$ cat src/hw/rtl/point_quad_expander_assert.svh
// Assertion macros shared by the point quad expander modules
`ifndef POINT_QUAD_EXPANDER_ASSERT_SVH
`define POINT_QUAD_EXPANDER_ASSERT_SVH

// same-cycle implication, checked outside reset
`define PQE_ASSERT_NOW(lbl, ant, cons, msg) \
  lbl: assert property (@(posedge clk) disable iff (rst) (ant) |-> (cons)) else $error(msg);

// next-cycle implication, checked outside reset
`define PQE_ASSERT_NEXT(lbl, ant, cons, msg) \
  lbl: assert property (@(posedge clk) disable iff (rst) (ant) |=> (cons)) else $error(msg);

`endif

$ cat src/hw/rtl/pqe_pkg.sv
// Types and constants of the point quad expander
package pqe_pkg;

  localparam logic [15:0] EXTENT_RESET  = 16'd8192;
  localparam logic [16:0] SEG_LIMIT     = 17'd65531;
  localparam logic [16:0] QUAD_VERTS_17 = 17'd4;
  localparam logic [32:0] QUAD_VERTS_33 = 33'd4;
  localparam logic [15:0] SEG_MAX       = 16'hFFFF;
  localparam int          QDEPTH        = 4;
  localparam int          QPTR_W        = $clog2(QDEPTH);
  localparam int          QCNT_W        = $clog2(QDEPTH + 1);

  typedef enum logic {
    KIND_QUAD  = 1'b0,
    KIND_RANGE = 1'b1
  } kind_t;

  typedef struct packed {
    logic        has_quad;
    logic        has_range;
    logic [14:0] quad_x;
    logic [14:0] quad_y;
    logic [15:0] base_index;
    logic        segment_started;
    logic [15:0] segment_number;
    logic [31:0] feature_id;
    logic [31:0] first_vertex;
    logic [31:0] vertex_count;
  } entry_t;

  typedef struct packed {
    logic push;
    logic pop;
  } qctl_t;

  typedef struct packed {
    logic full;
    logic nonempty;
  } qstat_t;

endpackage

$ cat src/hw/rtl/pqe_if.sv
// Point and result channel interfaces
interface pqe_point_if;
  logic               valid;
  logic               ready;
  logic signed [15:0] point_x;
  logic signed [15:0] point_y;
  logic        [31:0] feature_id;
  logic               feature_end;

  modport source (output valid, point_x, point_y, feature_id, feature_end, input ready);
  modport sink (input valid, point_x, point_y, feature_id, feature_end, output ready);
endinterface

interface pqe_result_if;
  logic        valid;
  logic        ready;
  logic        result_kind;
  logic [14:0] quad_x;
  logic [14:0] quad_y;
  logic [15:0] base_index;
  logic        segment_started;
  logic [15:0] segment_number;
  logic [31:0] range_feature;
  logic [31:0] range_first_vertex;
  logic [31:0] range_vertex_count;
  logic        last_result;

  modport source (output valid, result_kind, quad_x, quad_y, base_index, segment_started,
                  segment_number, range_feature, range_first_vertex, range_vertex_count,
                  last_result, input ready);
  modport sink (input valid, result_kind, quad_x, quad_y, base_index, segment_started,
                segment_number, range_feature, range_first_vertex, range_vertex_count,
                last_result, output ready);
endinterface

$ cat src/hw/rtl/pqe_front.sv
// Front end: point classification, segment and vertex counters
module pqe_front
  import pqe_pkg::*;
(
  input  logic             clk,
  input  logic             rst,
  input  logic             cfg_wr_en,
  input  logic [15:0]      cfg_wr_data,
  pqe_point_if.sink        pt,
  input  qstat_t           qstat,
  output logic             push,
  output entry_t           entry
);

  logic [15:0] tile_extent;
  logic [31:0] total_vertex_count;
  logic [16:0] segment_vertex_count;
  logic [15:0] current_segment;
  logic [31:0] feature_start_vertex;
  logic        at_feature_start;

  logic [31:0] total_vertex_count_next;
  logic [16:0] segment_vertex_count_next;
  logic [15:0] current_segment_next;
  logic [31:0] fsv;
  logic        x_ok, y_ok, keep, seg_open, range_hit, accept;
  logic [32:0] total_sum;
  logic [15:0] base;

  assign accept = pt.valid && pt.ready;
  assign pt.ready = !qstat.full;

  assign x_ok = (pt.point_x[15:14] == 2'b00) && ({2'b00, pt.point_x[13:0]} < tile_extent);
  assign y_ok = (pt.point_y[15:14] == 2'b00) && ({2'b00, pt.point_y[13:0]} < tile_extent);
  assign keep = x_ok && y_ok;

  assign fsv       = at_feature_start ? total_vertex_count : feature_start_vertex;
  assign seg_open  = segment_vertex_count > SEG_LIMIT;
  assign total_sum = {1'b0, total_vertex_count} + QUAD_VERTS_33;

  always_comb begin
    base                      = segment_vertex_count[15:0];
    segment_vertex_count_next = segment_vertex_count;
    current_segment_next      = current_segment;
    total_vertex_count_next   = total_vertex_count;
    if (keep) begin
      if (seg_open) begin
        base = '0;
        segment_vertex_count_next = QUAD_VERTS_17;
        if (current_segment != SEG_MAX) begin
          current_segment_next = current_segment + 16'd1;
        end
      end else begin
        segment_vertex_count_next = segment_vertex_count + QUAD_VERTS_17;
      end
      total_vertex_count_next = total_sum[32] ? '1 : total_sum[31:0];
    end
  end

  assign range_hit = pt.feature_end && (total_vertex_count_next > fsv);
  assign push      = accept && (keep || range_hit);

  always_comb begin
    entry.has_quad        = keep;
    entry.has_range       = range_hit;
    entry.quad_x          = {pt.point_x[13:0], 1'b0};
    entry.quad_y          = {pt.point_y[13:0], 1'b0};
    entry.base_index      = base;
    entry.segment_started = seg_open;
    entry.segment_number  = current_segment_next;
    entry.feature_id      = pt.feature_id;
    entry.first_vertex    = fsv;
    entry.vertex_count    = total_vertex_count_next - fsv;
  end

  always_ff @(posedge clk) begin
    if (rst) begin
      tile_extent          <= EXTENT_RESET;
      total_vertex_count   <= '0;
      segment_vertex_count <= '0;
      current_segment      <= '0;
      feature_start_vertex <= '0;
      at_feature_start     <= 1'b1;
    end else begin
      if (cfg_wr_en) begin
        tile_extent <= cfg_wr_data;
      end
      if (accept) begin
        total_vertex_count   <= total_vertex_count_next;
        segment_vertex_count <= segment_vertex_count_next;
        current_segment      <= current_segment_next;
        feature_start_vertex <= fsv;
        at_feature_start     <= pt.feature_end;
      end
    end
  end

endmodule

$ cat src/hw/rtl/pqe_queue.sv
// Short queue between front and back ends
module pqe_queue
  import pqe_pkg::*;
(
  input  logic   clk,
  input  logic   rst,
  input  qctl_t  ctl,
  input  entry_t wr_entry,
  output entry_t rd_entry,
  output qstat_t stat
);
`include "point_quad_expander_assert.svh"

  entry_t              mem [QDEPTH];
  logic [QPTR_W-1:0]   wr_ptr;
  logic [QPTR_W-1:0]   rd_ptr;
  logic [QCNT_W-1:0]   count;
  logic                do_push, do_pop;

  assign stat.full     = count == QCNT_W'(QDEPTH);
  assign stat.nonempty = count != '0;
  assign do_push       = ctl.push && !stat.full;
  assign do_pop        = ctl.pop && stat.nonempty;
  assign rd_entry      = mem[rd_ptr];

  always_ff @(posedge clk) begin
    if (do_push) begin
      mem[wr_ptr] <= wr_entry;
    end
  end

  always_ff @(posedge clk) begin
    if (rst) begin
      wr_ptr <= '0;
      rd_ptr <= '0;
      count  <= '0;
    end else begin
      if (do_push) begin
        wr_ptr <= wr_ptr + QPTR_W'(1);
      end
      if (do_pop) begin
        rd_ptr <= rd_ptr + QPTR_W'(1);
      end
      if (do_push && !do_pop) begin
        count <= count + QCNT_W'(1);
      end else if (do_pop && !do_push) begin
        count <= count - QCNT_W'(1);
      end
    end
  end

  `PQE_ASSERT_NOW(a_count_bound, 1'b1, count <= QCNT_W'(QDEPTH), "queue count beyond depth")
  `PQE_ASSERT_NOW(a_no_push_full, ctl.push, !stat.full, "push into full queue")
  `PQE_ASSERT_NOW(a_no_pop_empty, ctl.pop, stat.nonempty, "pop from empty queue")

endmodule

$ cat src/hw/rtl/pqe_back.sv
// Back end: expands queue entries into result words
module pqe_back
  import pqe_pkg::*;
(
  input  logic         clk,
  input  logic         rst,
  input  entry_t       rd_entry,
  input  qstat_t       qstat,
  output logic         pop,
  pqe_result_if.source res
);
`include "point_quad_expander_assert.svh"

  logic        out_valid;
  logic        pending;
  logic [31:0] held_feature;
  logic [31:0] held_first;
  logic [31:0] held_count;
  logic        can_load;

  assign can_load  = !out_valid || res.ready;
  assign pop       = can_load && !pending && qstat.nonempty;
  assign res.valid = out_valid;

  always_ff @(posedge clk) begin
    if (rst) begin
      out_valid <= 1'b0;
      pending   <= 1'b0;
    end else if (can_load) begin
      if (pending) begin
        out_valid <= 1'b1;
        pending   <= 1'b0;
      end else if (qstat.nonempty) begin
        out_valid <= 1'b1;
        pending   <= rd_entry.has_quad && rd_entry.has_range;
      end else begin
        out_valid <= 1'b0;
      end
    end
  end

  always_ff @(posedge clk) begin
    if (can_load) begin
      if (pending || (qstat.nonempty && !rd_entry.has_quad)) begin
        res.result_kind        <= KIND_RANGE;
        res.quad_x             <= '0;
        res.quad_y             <= '0;
        res.base_index         <= '0;
        res.segment_started    <= 1'b0;
        res.segment_number     <= '0;
        res.range_feature      <= pending ? held_feature : rd_entry.feature_id;
        res.range_first_vertex <= pending ? held_first : rd_entry.first_vertex;
        res.range_vertex_count <= pending ? held_count : rd_entry.vertex_count;
        res.last_result        <= 1'b1;
      end else begin
        res.result_kind        <= KIND_QUAD;
        res.quad_x             <= rd_entry.quad_x;
        res.quad_y             <= rd_entry.quad_y;
        res.base_index         <= rd_entry.base_index;
        res.segment_started    <= rd_entry.segment_started;
        res.segment_number     <= rd_entry.segment_number;
        res.range_feature      <= rd_entry.feature_id;
        res.range_first_vertex <= '0;
        res.range_vertex_count <= '0;
        res.last_result        <= !rd_entry.has_range;
      end
      if (!pending) begin
        held_feature <= rd_entry.feature_id;
        held_first   <= rd_entry.first_vertex;
        held_count   <= rd_entry.vertex_count;
      end
    end
  end

  `PQE_ASSERT_NOW(a_pending_quad, pending,
                  out_valid && (res.result_kind == KIND_QUAD) && !res.last_result,
                  "pending range without quad word in front")
  `PQE_ASSERT_NOW(a_range_last, out_valid && (res.result_kind == KIND_RANGE),
                  res.last_result, "range word not last")
  `PQE_ASSERT_NEXT(a_range_follows, out_valid && res.ready && pending,
                   out_valid && (res.result_kind == KIND_RANGE),
                   "range word did not follow its quad")

endmodule

$ cat src/hw/rtl/point_quad_expander.sv
// Point quad expander top level
//
//   channel  | dir | handshake               | word
//   pt       | in  | valid/ready             | point_x, point_y, feature_id, feature_end
//   res      | out | valid/ready             | quad or feature range result
//   cfg      | in  | cfg_wr_en, no handshake | tile_extent
//
// One point per cycle enters unless the queue is full; results leave one word per cycle while res.ready is high.
// A point with a quad and a feature range gives two words at the back end, the quad then the range.
// A four-entry queue sits between front and back; pt.ready drops when it fills.
// Output words sit in a register; the back end refills it in the cycle it is taken.
// Reset is synchronous; it empties the queue and clears the counters.
module point_quad_expander
  import pqe_pkg::*;
(
  input  logic         clk,
  input  logic         rst,
  input  logic         cfg_wr_en,
  input  logic [15:0]  cfg_wr_data,
  pqe_point_if.sink    pt,
  pqe_result_if.source res
);

  entry_t wr_entry;
  entry_t rd_entry;
  qctl_t  qctl;
  qstat_t qstat;
  logic   q_push;
  logic   q_pop;

  assign qctl = '{push: q_push, pop: q_pop};

  pqe_front u_front (
    .clk         (clk),
    .rst         (rst),
    .cfg_wr_en   (cfg_wr_en),
    .cfg_wr_data (cfg_wr_data),
    .pt          (pt),
    .qstat       (qstat),
    .push        (q_push),
    .entry       (wr_entry)
  );

  pqe_queue u_queue (
    .clk      (clk),
    .rst      (rst),
    .ctl      (qctl),
    .wr_entry (wr_entry),
    .rd_entry (rd_entry),
    .stat     (qstat)
  );

  pqe_back u_back (
    .clk      (clk),
    .rst      (rst),
    .rd_entry (rd_entry),
    .qstat    (qstat),
    .pop      (q_pop),
    .res      (res)
  );

endmodule

$ cat src/flat_wrapper.sv
// flat-port wrapper written by rule: the top's interface ports become plain ports
module point_quad_expander_flat import pqe_pkg::*;
  (clk, rst, cfg_wr_en, cfg_wr_data, pt_valid, pt_point_x, pt_point_y, pt_feature_id, pt_feature_end, pt_ready, res_valid, res_result_kind, res_quad_x, res_quad_y, res_base_index, res_segment_started, res_segment_number, res_range_feature, res_range_first_vertex, res_range_vertex_count, res_last_result, res_ready);
  pqe_point_if pt_i ();
  pqe_result_if res_i ();
  input  logic clk;
  input  logic rst;
  input  logic cfg_wr_en;
  input  logic [15:0] cfg_wr_data;
  input wire logic [$bits(pt_i.valid)-1:0] pt_valid;
  input wire logic [$bits(pt_i.point_x)-1:0] pt_point_x;
  input wire logic [$bits(pt_i.point_y)-1:0] pt_point_y;
  input wire logic [$bits(pt_i.feature_id)-1:0] pt_feature_id;
  input wire logic [$bits(pt_i.feature_end)-1:0] pt_feature_end;
  output wire logic [$bits(pt_i.ready)-1:0] pt_ready;
  output wire logic [$bits(res_i.valid)-1:0] res_valid;
  output wire logic [$bits(res_i.result_kind)-1:0] res_result_kind;
  output wire logic [$bits(res_i.quad_x)-1:0] res_quad_x;
  output wire logic [$bits(res_i.quad_y)-1:0] res_quad_y;
  output wire logic [$bits(res_i.base_index)-1:0] res_base_index;
  output wire logic [$bits(res_i.segment_started)-1:0] res_segment_started;
  output wire logic [$bits(res_i.segment_number)-1:0] res_segment_number;
  output wire logic [$bits(res_i.range_feature)-1:0] res_range_feature;
  output wire logic [$bits(res_i.range_first_vertex)-1:0] res_range_first_vertex;
  output wire logic [$bits(res_i.range_vertex_count)-1:0] res_range_vertex_count;
  output wire logic [$bits(res_i.last_result)-1:0] res_last_result;
  input wire logic [$bits(res_i.ready)-1:0] res_ready;
  assign pt_i.valid = pt_valid;
  assign pt_i.point_x = pt_point_x;
  assign pt_i.point_y = pt_point_y;
  assign pt_i.feature_id = pt_feature_id;
  assign pt_i.feature_end = pt_feature_end;
  assign pt_ready = pt_i.ready;
  assign res_valid = res_i.valid;
  assign res_result_kind = res_i.result_kind;
  assign res_quad_x = res_i.quad_x;
  assign res_quad_y = res_i.quad_y;
  assign res_base_index = res_i.base_index;
  assign res_segment_started = res_i.segment_started;
  assign res_segment_number = res_i.segment_number;
  assign res_range_feature = res_i.range_feature;
  assign res_range_first_vertex = res_i.range_first_vertex;
  assign res_range_vertex_count = res_i.range_vertex_count;
  assign res_last_result = res_i.last_result;
  assign res_i.ready = res_ready;
  point_quad_expander u_core (.clk(clk), .rst(rst), .cfg_wr_en(cfg_wr_en), .cfg_wr_data(cfg_wr_data), .pt(pt_i), .res(res_i));
endmodule
$ cat config.mk
export PLATFORM = sky130hd
export DESIGN_NAME = point_quad_expander_flat
export DESIGN_NICKNAME = d
export VERILOG_FILES = /design/src/hw/rtl/pqe_pkg.sv /design/src/hw/rtl/pqe_if.sv /design/src/hw/rtl/pqe_front.sv /design/src/hw/rtl/pqe_queue.sv /design/src/hw/rtl/pqe_back.sv /design/src/hw/rtl/point_quad_expander.sv /design/src/flat_wrapper.sv
export VERILOG_INCLUDE_DIRS = /design/src /design/src/hw/rtl
export SDC_FILE = /design/constraint.sdc
export NUM_CORES = 1
export LEC_CHECK = 0
export BUFFER_PORTS_ARGS = -buffer_cell sky130_fd_sc_hd__buf_2
export CORE_MARGIN = 2
export CORE_UTILIZATION = 48
export CTS_CLUSTER_DIAMETER = 40
export CTS_CLUSTER_SIZE = 24
export DETAILED_ROUTE_END_ITERATION = 10
export PLACE_DENSITY = 0.65
export SETUP_SLACK_MARGIN = 0.2
export SLEW_MARGIN = 0
export SYNTH_ARGS = -nofsm -noshare
export SYNTH_HDL_FRONTEND = slang
export SYNTH_SLANG_ARGS = --single-unit
$ cat constraint.sdc
create_clock -name clk -period 11.6 [get_ports clk]
set_input_delay 0.58 -clock clk [delete_from_list [all_inputs] [get_ports clk]]
set_output_delay 0.58 -clock clk [all_outputs]
set_load 0.005 [all_outputs]
==> results.md <==
* Crit path setup slack, layout at 4.29 ns
* Worst hold slack after final layout at 0.0576 ns
* Floorplan die area at 89600 um^2
* Share of post-route cells with drive strength above 1 at 28.3%
* Die width at 299 um
* Clock insertion delay at the later pin of the skew report at 0.75 ns
* Maximum fanout count along the critical path at 111
* Tmin final at 7.31 ns
* Clock slew at reported path FFs at 0.06 ns
* Share of synthesized area spent on multiplexers at 13.3%
* Quantity of gates resized following cts at 0
* Least-Margin Pin Slew at 1.15 ns
* Cells traversed along the worst timing path: inv_1 > ha_1 > a21o_1 > a211oi_1 > o211ai_1 > a211oi_2 > o21ai_4 > buf_4 > nor2_2 > a31oi_1 > ha_1 > nand4_1 > or4_1 > a211oi_1 > o21a_1 > o21a_1 > and2_4 > buf_12
* Total of endpoints with negative setup slack in the final report at 0
* Dominant combinational cell family by area after synthesis: multiplexers
* Ranking of synthesized cells by area: edfxtp_1, mux4_2, dfxtp_1
* Setup repair after global routing missed its margin: no
* Deepest clock path buffer count at 3
* Length of the first detailed-routing pass in iterations at 7
* Final worst clock skew at 0.0422 ns
* First-pass GRT wire length at 143000 um
* Synth Area in Compound Gates at 5.53%
* Layout net count at 2979
* Synthesized cell area at 41900 um^2
* Max capacitance violation total at 0
* Number of cell rows at 108
* Clock buffer count from CTS at 136
* Area after DPL at 44200 um^2
* Dominant cell type by area after synthesis: edfxtp_1
* Proportion of register bits with asynchronous set or reset after synthesis at 0%
* Top-level I/O count at 249
* Clock tree root buffer cell: clkbuf_16
* DRT antenna net count at 0
* Share of the synthesized area in the top cell type at 63.4%
* Layout overhead on the synthesized area at 17.0%
* Count of input and output buffers at 246
* Post-CTS Setup Repair Bufs at 0
* Cell with the biggest individual delay on the critical path: nor2_2
* Final instance area at 49000 um^2
* Util after Layout at 56.6%
* Area of the multi-input gates at 12000 um^2
* Setup crit start kind: flip-flop
* Final Max Tran Viols at 0
* Post-synth EDFFs at 885
* Vias in the first global route at 24200
* Global-route total usage across every layer at 20.8%
* Yosys cell types at 73
* Fmax at 137 MHz
* Post-detailed-route via-to-cell ratio at 5.68
* Buffers and inverters on the worst path at 3
* Top Family by Delay on Critical Path: simple AND/OR/NAND/NOR gates
* Gpl congestion at 0.922
* Hold Path Class: in2reg
* CTS H-Tree Depth at 4
* Half-perimeter wire length after detailed placement at 55800 um
* Total vias in the final route at 23200
* Post-synthesis instance total at 2555
* Die Y at 299 um
* Largest net degree at the start of global routing at 134
* TritonCTS clock tree: built
* Main synth FF type: edfxtp_1
* Final Hold Violating Endpoints at 0
* TritonCTS Sinks at 1008
* Sequential Area at 29100 um^2
* Commonest non-fill, non-tap cell in the layout: edfxtp_1
* Number of antenna violations at the first check in global routing at 3
* Number of flip-flops and latches in the synthesized netlist at 1008
* Synthesized-area fraction occupied by xor and xnor cells at 0.815%
* Overflow after GRT at 0
* Pwr/cell area at 231 nW/um^2
* Floorplan core area at 86600 um^2
* Basic-gate share of the synthesized area counting and, or, nand and nor cells at 6.73%
* CP Capture Type: flip-flop
* DR DRC count at 0
* Worst slew margin at 23.3%
* Pre-CTS setup slack at 3.98 ns
* Path type of the worst setup path: reg2reg
* Total length of routed wires at 91700 um
* Initial Util at 48.4%
* Detailed Route Iter0 Violations at 1823
* Static Leakage at 17.5 nW
* Fraction of the cycle the final worst path needs at 63.0%
* Status: finished, final reports clean
* Fin Setup TNS at 0 ns
* Hold buffer count at CTS at 0
* Most frequent cells in the layout: edfxtp_1, buf_2, mux4_2, clkbuf_16, and2_1
* Peak ir drop on the vdd network at 0.154 mV
* Arrival time reported for the critical path endpoint at 7.65 ns
* Arithmetic-cell share of the synthesized area counting full adders, half adders and majority gates at 2.10%
* Required time of the worst setup path at 11.94 ns
* Count of synthesis-stage warnings from yosys at 0
* Mean area per synthesized cell at 16.4 um^2
* Sequential share of the synthesized area at 69.3%
* Fill cell count at 6736
* Average wire per cell in the routed design at 22.4 um
* Critical path's largest stage delay at 0.95 ns
## power by group
| part | total [mW] | switching, mW | internal (mW) | leakage (nW) |
|---|---|---|---|---|
| clock | 4.24 | 1.70 | 2.54 | 2.26 |
| combinational | 2.11 | 1.14 | 0.968 | 5.84 |
| sequential | 4.96 | 0.212 | 4.75 | 9.38 |
## per-layer routing
| layer | GRT usage, % | vias up | wire [um] | share of wire, % |
|---|---|---|---|---|
| li1 | - | 10600 | - | - |
| met1 | 26.8 | 11800 | 38200 | 42 |
| met2 | 35.6 | 648 | 46500 | 51 |
| met3 | 4.15 | 164 | 4590 | 5.0 |
| met4 | 6.80 | 0 | 2400 | 2.6 |
| met5 | 0 | - | 0 | 0 |
## cell type report
type	count	share of cell area (%)
antenna	2	0.0102
clock buffer	162	7.38
clock inverter	91	2.38
inverter	73	0.574
multi-input combinational	1335	24.5
sequential	1008	59.3
tap	1155	2.95
timing repair buffer	270	3.01
## synth_stat cells (22+ instances only)
cell / n
edfxtp_1: 885
mux4_2: 158
and2_1: 140
mux2_2: 133
dfxtp_1: 123
nor2_1: 121
a21oi_1: 91
nand2_1: 82
clkbuf_1: 78
inv_1: 71
ha_1: 67
a211oi_1: 53
a31oi_1: 51
mux2i_1: 50
nand3_1: 43
buf_2: 37
xnor2_1: 29
o21ai_0: 25
nand4_1: 22
nor3_1: 22
## final timing paths
kind	cells past startpoint	endpoint	slack [ns]	from
worst max register to register	18	u_core.u_queue.mem[0][71]	4.29	u_core.u_front.tile_extent[5]
worst min-delay path	1	u_core.u_queue.mem[0][77]	0.06	pt_feature_id[13]
worst min register to register	2	u_core.u_front.feature_start_vertex[0]	0.48	u_core.u_front.feature_start_vertex[0]
worst max-delay path	18	u_core.u_queue.mem[0][71]	4.29	u_core.u_front.tile_extent[5]
## logic make-up after synthesis
family | after synthesis
DFF | 1008
and+or+nand+nor | 536
muxes | 344
AOI/OAI and AO/OA | 341
buffers and inverters | 217
adders and majority gates | 69
xor gates and xnor gates | 39
other | 1
## state kept, by name, summed over array words and instances (netlist names), 15 cells and up, named ones only
signal,flops
u_core.u_queue.mem,632
u_core.u_back.held_count,32
u_core.u_back.held_first,32
u_core.u_back.res.range_feature,32
u_core.u_back.res.range_first_vertex,32
u_core.u_back.res.range_vertex_count,32
u_core.u_front.feature_start_vertex,32
u_core.u_front.total_vertex_count,32
u_core.u_back.held_feature,31
u_core.u_back.res.segment_number,16
u_core.u_front.current_segment,16
u_core.u_front.tile_extent,16
u_core.u_back.res.base_index,15
u_core.u_front.segment_vertex_count,15
## stage by stage
stage / std cells / power, mW
floorplan: 2560 / 6.40
global route: 4096 / 11.8
global placement: 3841 / 7.14
CTS: 4094 / 11.5
finish: 4096 / 11.3
detailed placement: 3841 / 7.20
Note: power is estimated with default switching activity, not from simulation.
